`src/hdl/mwh_pkg.sv`:
```
// shared constants and helpers for the multimode word hash
`timescale 1ns / 1ps

package mwh_pkg;

  localparam int TAIL_REGION_DEF = 24;
  localparam int HASH_W = 18;
  localparam int CHAR_W = 8;
  localparam int KIND_W = 3;
  localparam int PADDR_W = 3;
  localparam int PDATA_W = 32;

  // hash kind codes
  localparam logic [KIND_W-1:0] KIND_16 = 3'd0;
  localparam logic [KIND_W-1:0] KIND_18 = 3'd1;
  localparam logic [KIND_W-1:0] KIND_15 = 3'd2;
  localparam logic [KIND_W-1:0] KIND_14 = 3'd3;
  localparam logic [KIND_W-1:0] KIND_12 = 3'd4;

  // register select bit (byte address bit 2)
  localparam logic REG_HASH_KIND = 1'b0;
  localparam logic REG_TAIL_MODE = 1'b1;

  localparam logic [HASH_W-1:0] MASK_16 = 18'o0177777;
  localparam logic [HASH_W-1:0] MASK_18 = 18'h3ffff;
  localparam logic [HASH_W-1:0] MASK_15 = 18'o077777;
  localparam logic [HASH_W-1:0] MASK_14 = 18'h3fff;
  localparam logic [HASH_W-1:0] MASK_12 = 18'o07777;

  // codes above the 12-bit kind fall back to the 16-bit kind
  function automatic logic [KIND_W-1:0] eff_kind(input logic [KIND_W-1:0] k);
    logic [KIND_W-1:0] r;
    r = (k > KIND_12) ? KIND_16 : k;
    return r;
  endfunction

  function automatic logic [HASH_W-1:0] kind_mask(input logic [KIND_W-1:0] k);
    logic [HASH_W-1:0] m;
    case (k)
      KIND_18: m = MASK_18;
      KIND_15: m = MASK_15;
      KIND_14: m = MASK_14;
      KIND_12: m = MASK_12;
      default: m = MASK_16;
    endcase
    return m;
  endfunction

  function automatic logic [HASH_W-1:0] sext8(input logic [CHAR_W-1:0] b);
    logic [HASH_W-1:0] r;
    r = {{(HASH_W-CHAR_W){b[CHAR_W-1]}}, b};
    return r;
  endfunction

endpackage

```
`src/hdl/multimode_word_hash.sv`:
```
// multimode word hash: byte stream in, one hash per word out
//
// Bytes of a word arrive on the input channel (in_valid / in_stall), one per
// transaction, with last_char set on the final byte. On that byte one result
// transaction (word_hash, tail_used) is offered on out_valid / out_stall.
// Bytes without last_char produce nothing.
// An accepted byte sits in the input register and is folded into the word
// state when it leaves that register; a final byte also loads the result
// register, which raises out_valid. One byte per cycle is sustained while
// no final byte is held back; the throughput is set by the single state
// update stage. While a result waits in the output register, non-final
// bytes keep flowing; a further final byte holds in the input register and
// in_stall rises until the waiting result is taken. hash_kind and tail_mode
// must be written over the APB port only while no word is in flight; the
// block does not enforce this. Synchronous reset clears both registers,
// the running hash, window sum, byte count and all valid flags; no clearing
// pass is needed.
`timescale 1ns / 1ps

module multimode_word_hash #(
  parameter int TAIL_REGION = mwh_pkg::TAIL_REGION_DEF
) (
  input  logic                          clk,
  input  logic                          rst,
  // byte channel
  input  logic                          in_valid,
  output logic                          in_stall,
  input  logic [mwh_pkg::CHAR_W-1:0]    char_code,
  input  logic                          last_char,
  // result channel
  output logic                          out_valid,
  input  logic                          out_stall,
  output logic [mwh_pkg::HASH_W-1:0]    word_hash,
  output logic                          tail_used,
  // configuration
  input  logic                          psel,
  input  logic                          penable,
  input  logic                          pwrite,
  input  logic [mwh_pkg::PADDR_W-1:0]   paddr,
  input  logic [mwh_pkg::PDATA_W-1:0]   pwdata,
  output logic [mwh_pkg::PDATA_W-1:0]   prdata,
  output logic                          pready
);

  localparam int WINDOW_LEN = TAIL_REGION + 2;
  localparam int CNT_W = $clog2(WINDOW_LEN + 1);
  localparam int HW = mwh_pkg::HASH_W;
  localparam int CW = mwh_pkg::CHAR_W;

  // configuration registers
  logic [mwh_pkg::KIND_W-1:0] hash_kind;
  logic                       tail_mode;

  // input register
  logic          s1_valid;
  logic [CW-1:0] s1_char;
  logic          s1_last;

  // word state
  logic [HW-1:0]    running_hash;
  logic [HW-1:0]    window_sum;
  logic [CNT_W-1:0] byte_count;
  logic [CW-1:0]    recent_bytes [WINDOW_LEN];

  logic [HW-1:0]    running_hash_next;
  logic [HW-1:0]    window_sum_next;
  logic [CNT_W-1:0] byte_count_next;

  logic                       out_free;
  logic                       proc;
  logic [mwh_pkg::KIND_W-1:0] kind;
  logic                       in_head;
  logic [2:0]                 shift_bits;
  logic [15:0]                tail_head;
  logic [HW-1:0]              tail_hash;
  logic                       tail_hit;
  logic [HW-1:0]              result;

  assign out_free = !out_valid || !out_stall;
  assign proc     = s1_valid && (!s1_last || out_free);
  assign in_stall = s1_valid && !proc;

  // configuration port
  assign pready = 1'b1;

  always_ff @(posedge clk) begin
    if (rst) begin
      hash_kind <= mwh_pkg::KIND_16;
      tail_mode <= 1'b0;
    end else if (psel && penable && pwrite && pready) begin
      unique case (paddr[2])
        mwh_pkg::REG_HASH_KIND: hash_kind <= pwdata[mwh_pkg::KIND_W-1:0];
        mwh_pkg::REG_TAIL_MODE: tail_mode <= pwdata[0];
        default: ;
      endcase
    end
  end

  always_comb begin
    unique case (paddr[2])
      mwh_pkg::REG_HASH_KIND:
        prdata = {{(mwh_pkg::PDATA_W-mwh_pkg::KIND_W){1'b0}}, hash_kind};
      mwh_pkg::REG_TAIL_MODE:
        prdata = {{(mwh_pkg::PDATA_W-1){1'b0}}, tail_mode};
      default: prdata = '0;
    endcase
  end

  // input register
  always_ff @(posedge clk) begin
    if (rst) begin
      s1_valid <= 1'b0;
    end else if (!in_stall) begin
      s1_valid <= in_valid;
    end
  end

  always_ff @(posedge clk) begin
    if (!in_stall && in_valid) begin
      s1_char <= char_code;
      s1_last <= last_char;
    end
  end

  // per-byte update
  always_comb begin
    kind = mwh_pkg::eff_kind(hash_kind);

    if (kind == mwh_pkg::KIND_15 || kind == mwh_pkg::KIND_14) begin
      in_head = byte_count < CNT_W'(3);
    end else begin
      in_head = byte_count < CNT_W'(4);
    end

    case (kind)
      mwh_pkg::KIND_18: shift_bits = byte_count[0] ? 3'd4 : 3'd5;
      mwh_pkg::KIND_15,
      mwh_pkg::KIND_14: shift_bits = 3'd5;
      mwh_pkg::KIND_12: shift_bits = 3'd3;
      default:          shift_bits = 3'd4;
    endcase

    if (in_head) begin
      case (shift_bits)
        3'd3:    running_hash_next = {running_hash[HW-4:0], s1_char[2:0]};
        3'd5:    running_hash_next = {running_hash[HW-6:0], s1_char[4:0]};
        default: running_hash_next = {running_hash[HW-5:0], s1_char[3:0]};
      endcase
    end else begin
      running_hash_next = running_hash + mwh_pkg::sext8(s1_char);
    end

    // sum over window positions 6 and beyond, kept as bytes slide through
    window_sum_next = window_sum;
    if (byte_count >= CNT_W'(6)) begin
      window_sum_next = window_sum_next + mwh_pkg::sext8(recent_bytes[5]);
    end
    if (byte_count == CNT_W'(WINDOW_LEN)) begin
      window_sum_next = window_sum_next - mwh_pkg::sext8(recent_bytes[WINDOW_LEN-1]);
    end

    if (byte_count == CNT_W'(WINDOW_LEN)) begin
      byte_count_next = byte_count;
    end else begin
      byte_count_next = byte_count + CNT_W'(1);
    end

    // bytes 3 to 6 from the end sit in slots 1 to 4 before the shift
    if (kind == mwh_pkg::KIND_12) begin
      tail_head = {4'd0, recent_bytes[1][2:0], recent_bytes[2][2:0],
                   recent_bytes[3][2:0], recent_bytes[4][2:0]};
    end else begin
      tail_head = {recent_bytes[1][3:0], recent_bytes[2][3:0],
                   recent_bytes[3][3:0], recent_bytes[4][3:0]};
    end
    tail_hash = HW'(tail_head) + window_sum_next;

    tail_hit = tail_mode && (kind == mwh_pkg::KIND_16 || kind == mwh_pkg::KIND_12)
               && (byte_count_next == CNT_W'(WINDOW_LEN));

    result = (tail_hit ? tail_hash : running_hash_next) & mwh_pkg::kind_mask(kind);
  end

  // word state
  always_ff @(posedge clk) begin
    if (rst) begin
      running_hash <= '0;
      window_sum   <= '0;
      byte_count   <= '0;
    end else if (proc) begin
      if (s1_last) begin
        running_hash <= '0;
        window_sum   <= '0;
        byte_count   <= '0;
      end else begin
        running_hash <= running_hash_next;
        window_sum   <= window_sum_next;
        byte_count   <= byte_count_next;
      end
    end
  end

  always_ff @(posedge clk) begin
    if (proc) begin
      recent_bytes[0] <= s1_char;
      for (int i = 1; i < WINDOW_LEN; i++) begin
        recent_bytes[i] <= recent_bytes[i-1];
      end
    end
  end

  // result register
  always_ff @(posedge clk) begin
    if (rst) begin
      out_valid <= 1'b0;
    end else if (proc && s1_last) begin
      out_valid <= 1'b1;
    end else if (!out_stall) begin
      out_valid <= 1'b0;
    end
  end

  always_ff @(posedge clk) begin
    if (proc && s1_last) begin
      word_hash <= result;
      tail_used <= tail_hit;
    end
  end

  // checks
  a_count_cleared: assert property (@(posedge clk) disable iff (rst)
    (proc && s1_last) |=> (byte_count == '0 && running_hash == '0))
    else $error("word state not cleared after final byte");

  a_count_bound: assert property (@(posedge clk) disable iff (rst)
    byte_count <= CNT_W'(WINDOW_LEN))
    else $error("byte count beyond window length");

  a_window_empty: assert property (@(posedge clk) disable iff (rst)
    (byte_count < CNT_W'(7)) |-> (window_sum == '0))
    else $error("window sum holds bytes before window filled");

  a_final_held: assert property (@(posedge clk) disable iff (rst)
    (s1_valid && s1_last && out_valid && out_stall) |-> in_stall)
    else $error("final byte taken while result still waiting");

endmodule

```
`config.mk`:
```
export PLATFORM = sky130hd
export DESIGN_NAME = multimode_word_hash
export DESIGN_NICKNAME = d
export VERILOG_FILES = /design/src/hdl/mwh_pkg.sv /design/src/hdl/multimode_word_hash.sv
export SDC_FILE = /design/constraint.sdc
export NUM_CORES = 1
export LEC_CHECK = 0
export BUFFER_PORTS_ARGS = -buffer_cell sky130_fd_sc_hd__buf_2
export CAP_MARGIN = 20
export CORE_ASPECT_RATIO = 0.7
export CORE_MARGIN = 1
export CORE_UTILIZATION = 55
export DETAILED_ROUTE_END_ITERATION = 10
export PLACE_DENSITY = 0.74
export SETUP_SLACK_MARGIN = 0.1
export SLEW_MARGIN = 40
export SYNTH_ARGS = -nofsm -noshare
export SYNTH_HDL_FRONTEND = slang
export SYNTH_SLANG_ARGS = --single-unit
```
`constraint.sdc`:
```
create_clock -name clk -period 16.3 [get_ports clk]
set_input_delay 0.815 -clock clk [delete_from_list [all_inputs] [get_ports clk]]
set_output_delay 0.815 -clock clk [all_outputs]
set_load 0.05 [all_outputs]
```
==> results.toml <==
[status]
outcome = "complete, no violations"

[worst_setup_path]
required_ps = 16620
worstPathArrival_ps = 6450
crit_start = "recent_bytes[0][41]$_DFFE_PP_"
timing.rr.start = "recent_bytes[0][41]$_DFFE_PP_"
cp-end-kind = "register"
cp-start-kind = "register"
critical_path_buf_inv_count = 0
worstPathMaxFanout = 6
slowest_stage = "edfxtp_1"
crit_family = "compound AO/OA/AOI/OAI gates"
crit_path_max_incr_delay_ps = 500
path_common_cell = "nor2_1"
critPathKind = "register to register"

[job]
drv_cap = 0

[yosys]
synthArstFlopShare = 0
synth_top_family_by_area = "compound AO/OA/AOI/OAI gates"
synth_edf_count = 236
synth_xor_area_frac = 0.0325
synth-compound-area-share = 0.134
yosysWarnings = 0
syn_inst = 1046
ys_seq_elements = 281
ys_types = 61
synthFlopType = "edfxtp_1"
synthMuxAreaShare = 0.0166
synth_area_um2 = 12900
syn_area_per_cell_um2 = 12.4
synth-simple-area-share = 0.0920
synth-seq-area-share = 0.617
yosys.area_share.adder = 0.0710

[placement]
pre_cts_ws_ps = 10370
place_inst = 1372
port_buffers = 43
placed_area_um2 = 13400
hpwl_um = 17100
gp_congestion = 0.911

[clock_network]
cts_made_buffers = 26
postCtsHoldBufs = 0
cts_tree = "built"
cts_htree_levels = 1
cts-resized-gates = 0
post_cts_buffers = 0
worstSkewPairLatency_ps = 530
clk_path_buf_depth = 3
cts_sinks = 281
cts.clk_slew.worst_paths_ps = 70
cts-root-buf = "clkbuf_16"

[sta]
fin_skew_ps = 9.05
fin_crit_ps = 6130
slew_violations = 0
setup_viol = 0
finalSetupTns_ps = 0
hold_viol = 0
setup_ws_ps = 10170
tightest_slew_ps = 798
period_share = 0.376
fmax_mhz = 163
grt_setup_unrepaired = "no"
slew_headroom = 0.468

[floorplanning]
die_x_um = 185
core_um2 = 22800
die_y_um = 130
row_count = 46
io_pins = 105
die_area_um2 = 24200
start_util = 0.566

[finish]
final_cell_area_um2 = 14200
nets = 1210
diodes = 0
instances_no_fill = 1420
area_growth_pct = 9.62
layout.cells.most_common = "edfxtp_1"
drive_above_1_share = 0.0975
most-common-layout-cells = "edfxtp_1, nor2_1, nand2_1"
nFillCells = 1776

[routing]
vias_per_cell = 5.72
wl_per_cell_um = 18.0
drtIter0Drc = 936
ant_nets = 0
routed-via-count = 8120
dr.pass1.iters = 5
drc = 0
wirelength_um = 25500

[pwr]
peakVddDrop_v = 0.000106
p_leak_nw = 5.41
power_density_nw_per_um2 = 103

[hold_path]
hold_path.startpoint = "recent_bytes[0][1]$_DFFE_PP_"
hold_path.class = "register to register"

[global_routing]
grt_usage = 0.217
grt_start_max_net_pins = 141
grt-ovfl-total = 0
antenna_found_initial = 0
grt_pass1_wl_um = 40100
grt_pass1_vias = 7320
[final cells by class]
type	count	area (um^2)	area share
well taps	312	390	0.0275
flip-flops and latches	281	7990	0.563
multi-input cells	700	4620	0.326
inverters	32	133	0.00935
repair buffers	47	249	0.0176
clock buffers	33	698	0.0492
clock inverters	15	104	0.00732
[state kept, by name, indices dropped and copies added, names as in the netlist]
register	cells
tail_mode	1
hash_kind	3
window_sum	16
s1_char	8
word_hash	18
recent_bytes	208
s1_valid	1
s1_last	1
tail_used	1
byte_count	5
out_valid	1
running_hash	18
[per-stage QoR]
step	hold slack [ps]	power, mW	util
5_1_grt	416	1.52	0.621
3_3_place_gp	400	0.905	0.584
6_report	410	1.47	0.621
4_1_cts	410	1.48	0.620
2_1_floorplan	400	0.896	-
3_5_place_dp	405	0.908	0.585
[cells by family (layout without fill, tap and decap cells)]
| kind of cell | Yosys count | in the layout |
|---|---|---|
| AOI/OAI and AO/OA | 263 | 263 |
| xor gates and xnor gates | 48 | 48 |
| adders and majority gates | 71 | 71 |
| buffers and inverters | 93 | 127 |
| DFF | 281 | 281 |
| muxes | 20 | 20 |
| other | 2 | 30 |
| and+or+nand+nor | 268 | 268 |
[cell usage after synthesis (all sizes together), types with 4 or more instances]
cell type	n	area (um^2)
edfxtp	236	7090
nor2	106	398
nand2	86	323
a21oi	79	399
ha	67	838
dfxtp	45	901
o21ai	42	210
buf	34	240
inv	32	120
xnor2	30	263
a22oi	28	210
clkbuf	27	101
o21a	20	151
a21o	18	135
xor2	18	158
a211oi	16	120
nand3	14	70.1
nor3	14	70.1
mux2i	11	110
a22o	9	78.8
mux2	9	105
nor2b	9	63.8
and2	8	50.1
o31ai	8	60.1
nand2b	7	43.8
a31oi	6	37.5
fa	4	80.1
nand4	4	25.0
nor3b	4	30.0
o211ai	4	30.0
o21bai	4	30.0
or3	4	25.0
[where the power goes]
part | leakage [nW] | internal (mW) | switching (mW) | total (mW)
sequential | 2.58 | 0.805 | 0.0112 | 0.816
clock | 0.384 | 0.319 | 0.254 | 0.573
combinational | 2.44 | 0.0180 | 0.0591 | 0.0771
[worst paths after layout]
path	to	slack (ps)	depth (start not counted)
setup / recovery	word_hash[15]$_DFFE_PP_	10170	28
hold / removal	recent_bytes[0][9]$_DFFE_PP_	410	0
setup reg to reg	word_hash[15]$_DFFE_PP_	10170	28
hold reg to reg	recent_bytes[0][9]$_DFFE_PP_	410	0
[per-layer routing]
| metal | up-vias | part of all wire | GRT usage |
|---|---|---|---|
| met1 | 3851 | 0.49 | 0.350 |
| met4 | 0 | 0.018 | 0.0540 |
| met2 | 310 | 0.40 | 0.294 |
| li1 | 3923 | - | - |
| met3 | 36 | 0.094 | 0.0438 |
| met5 | - | 0 | 0 |
Power figures use the tool's default switching activity.
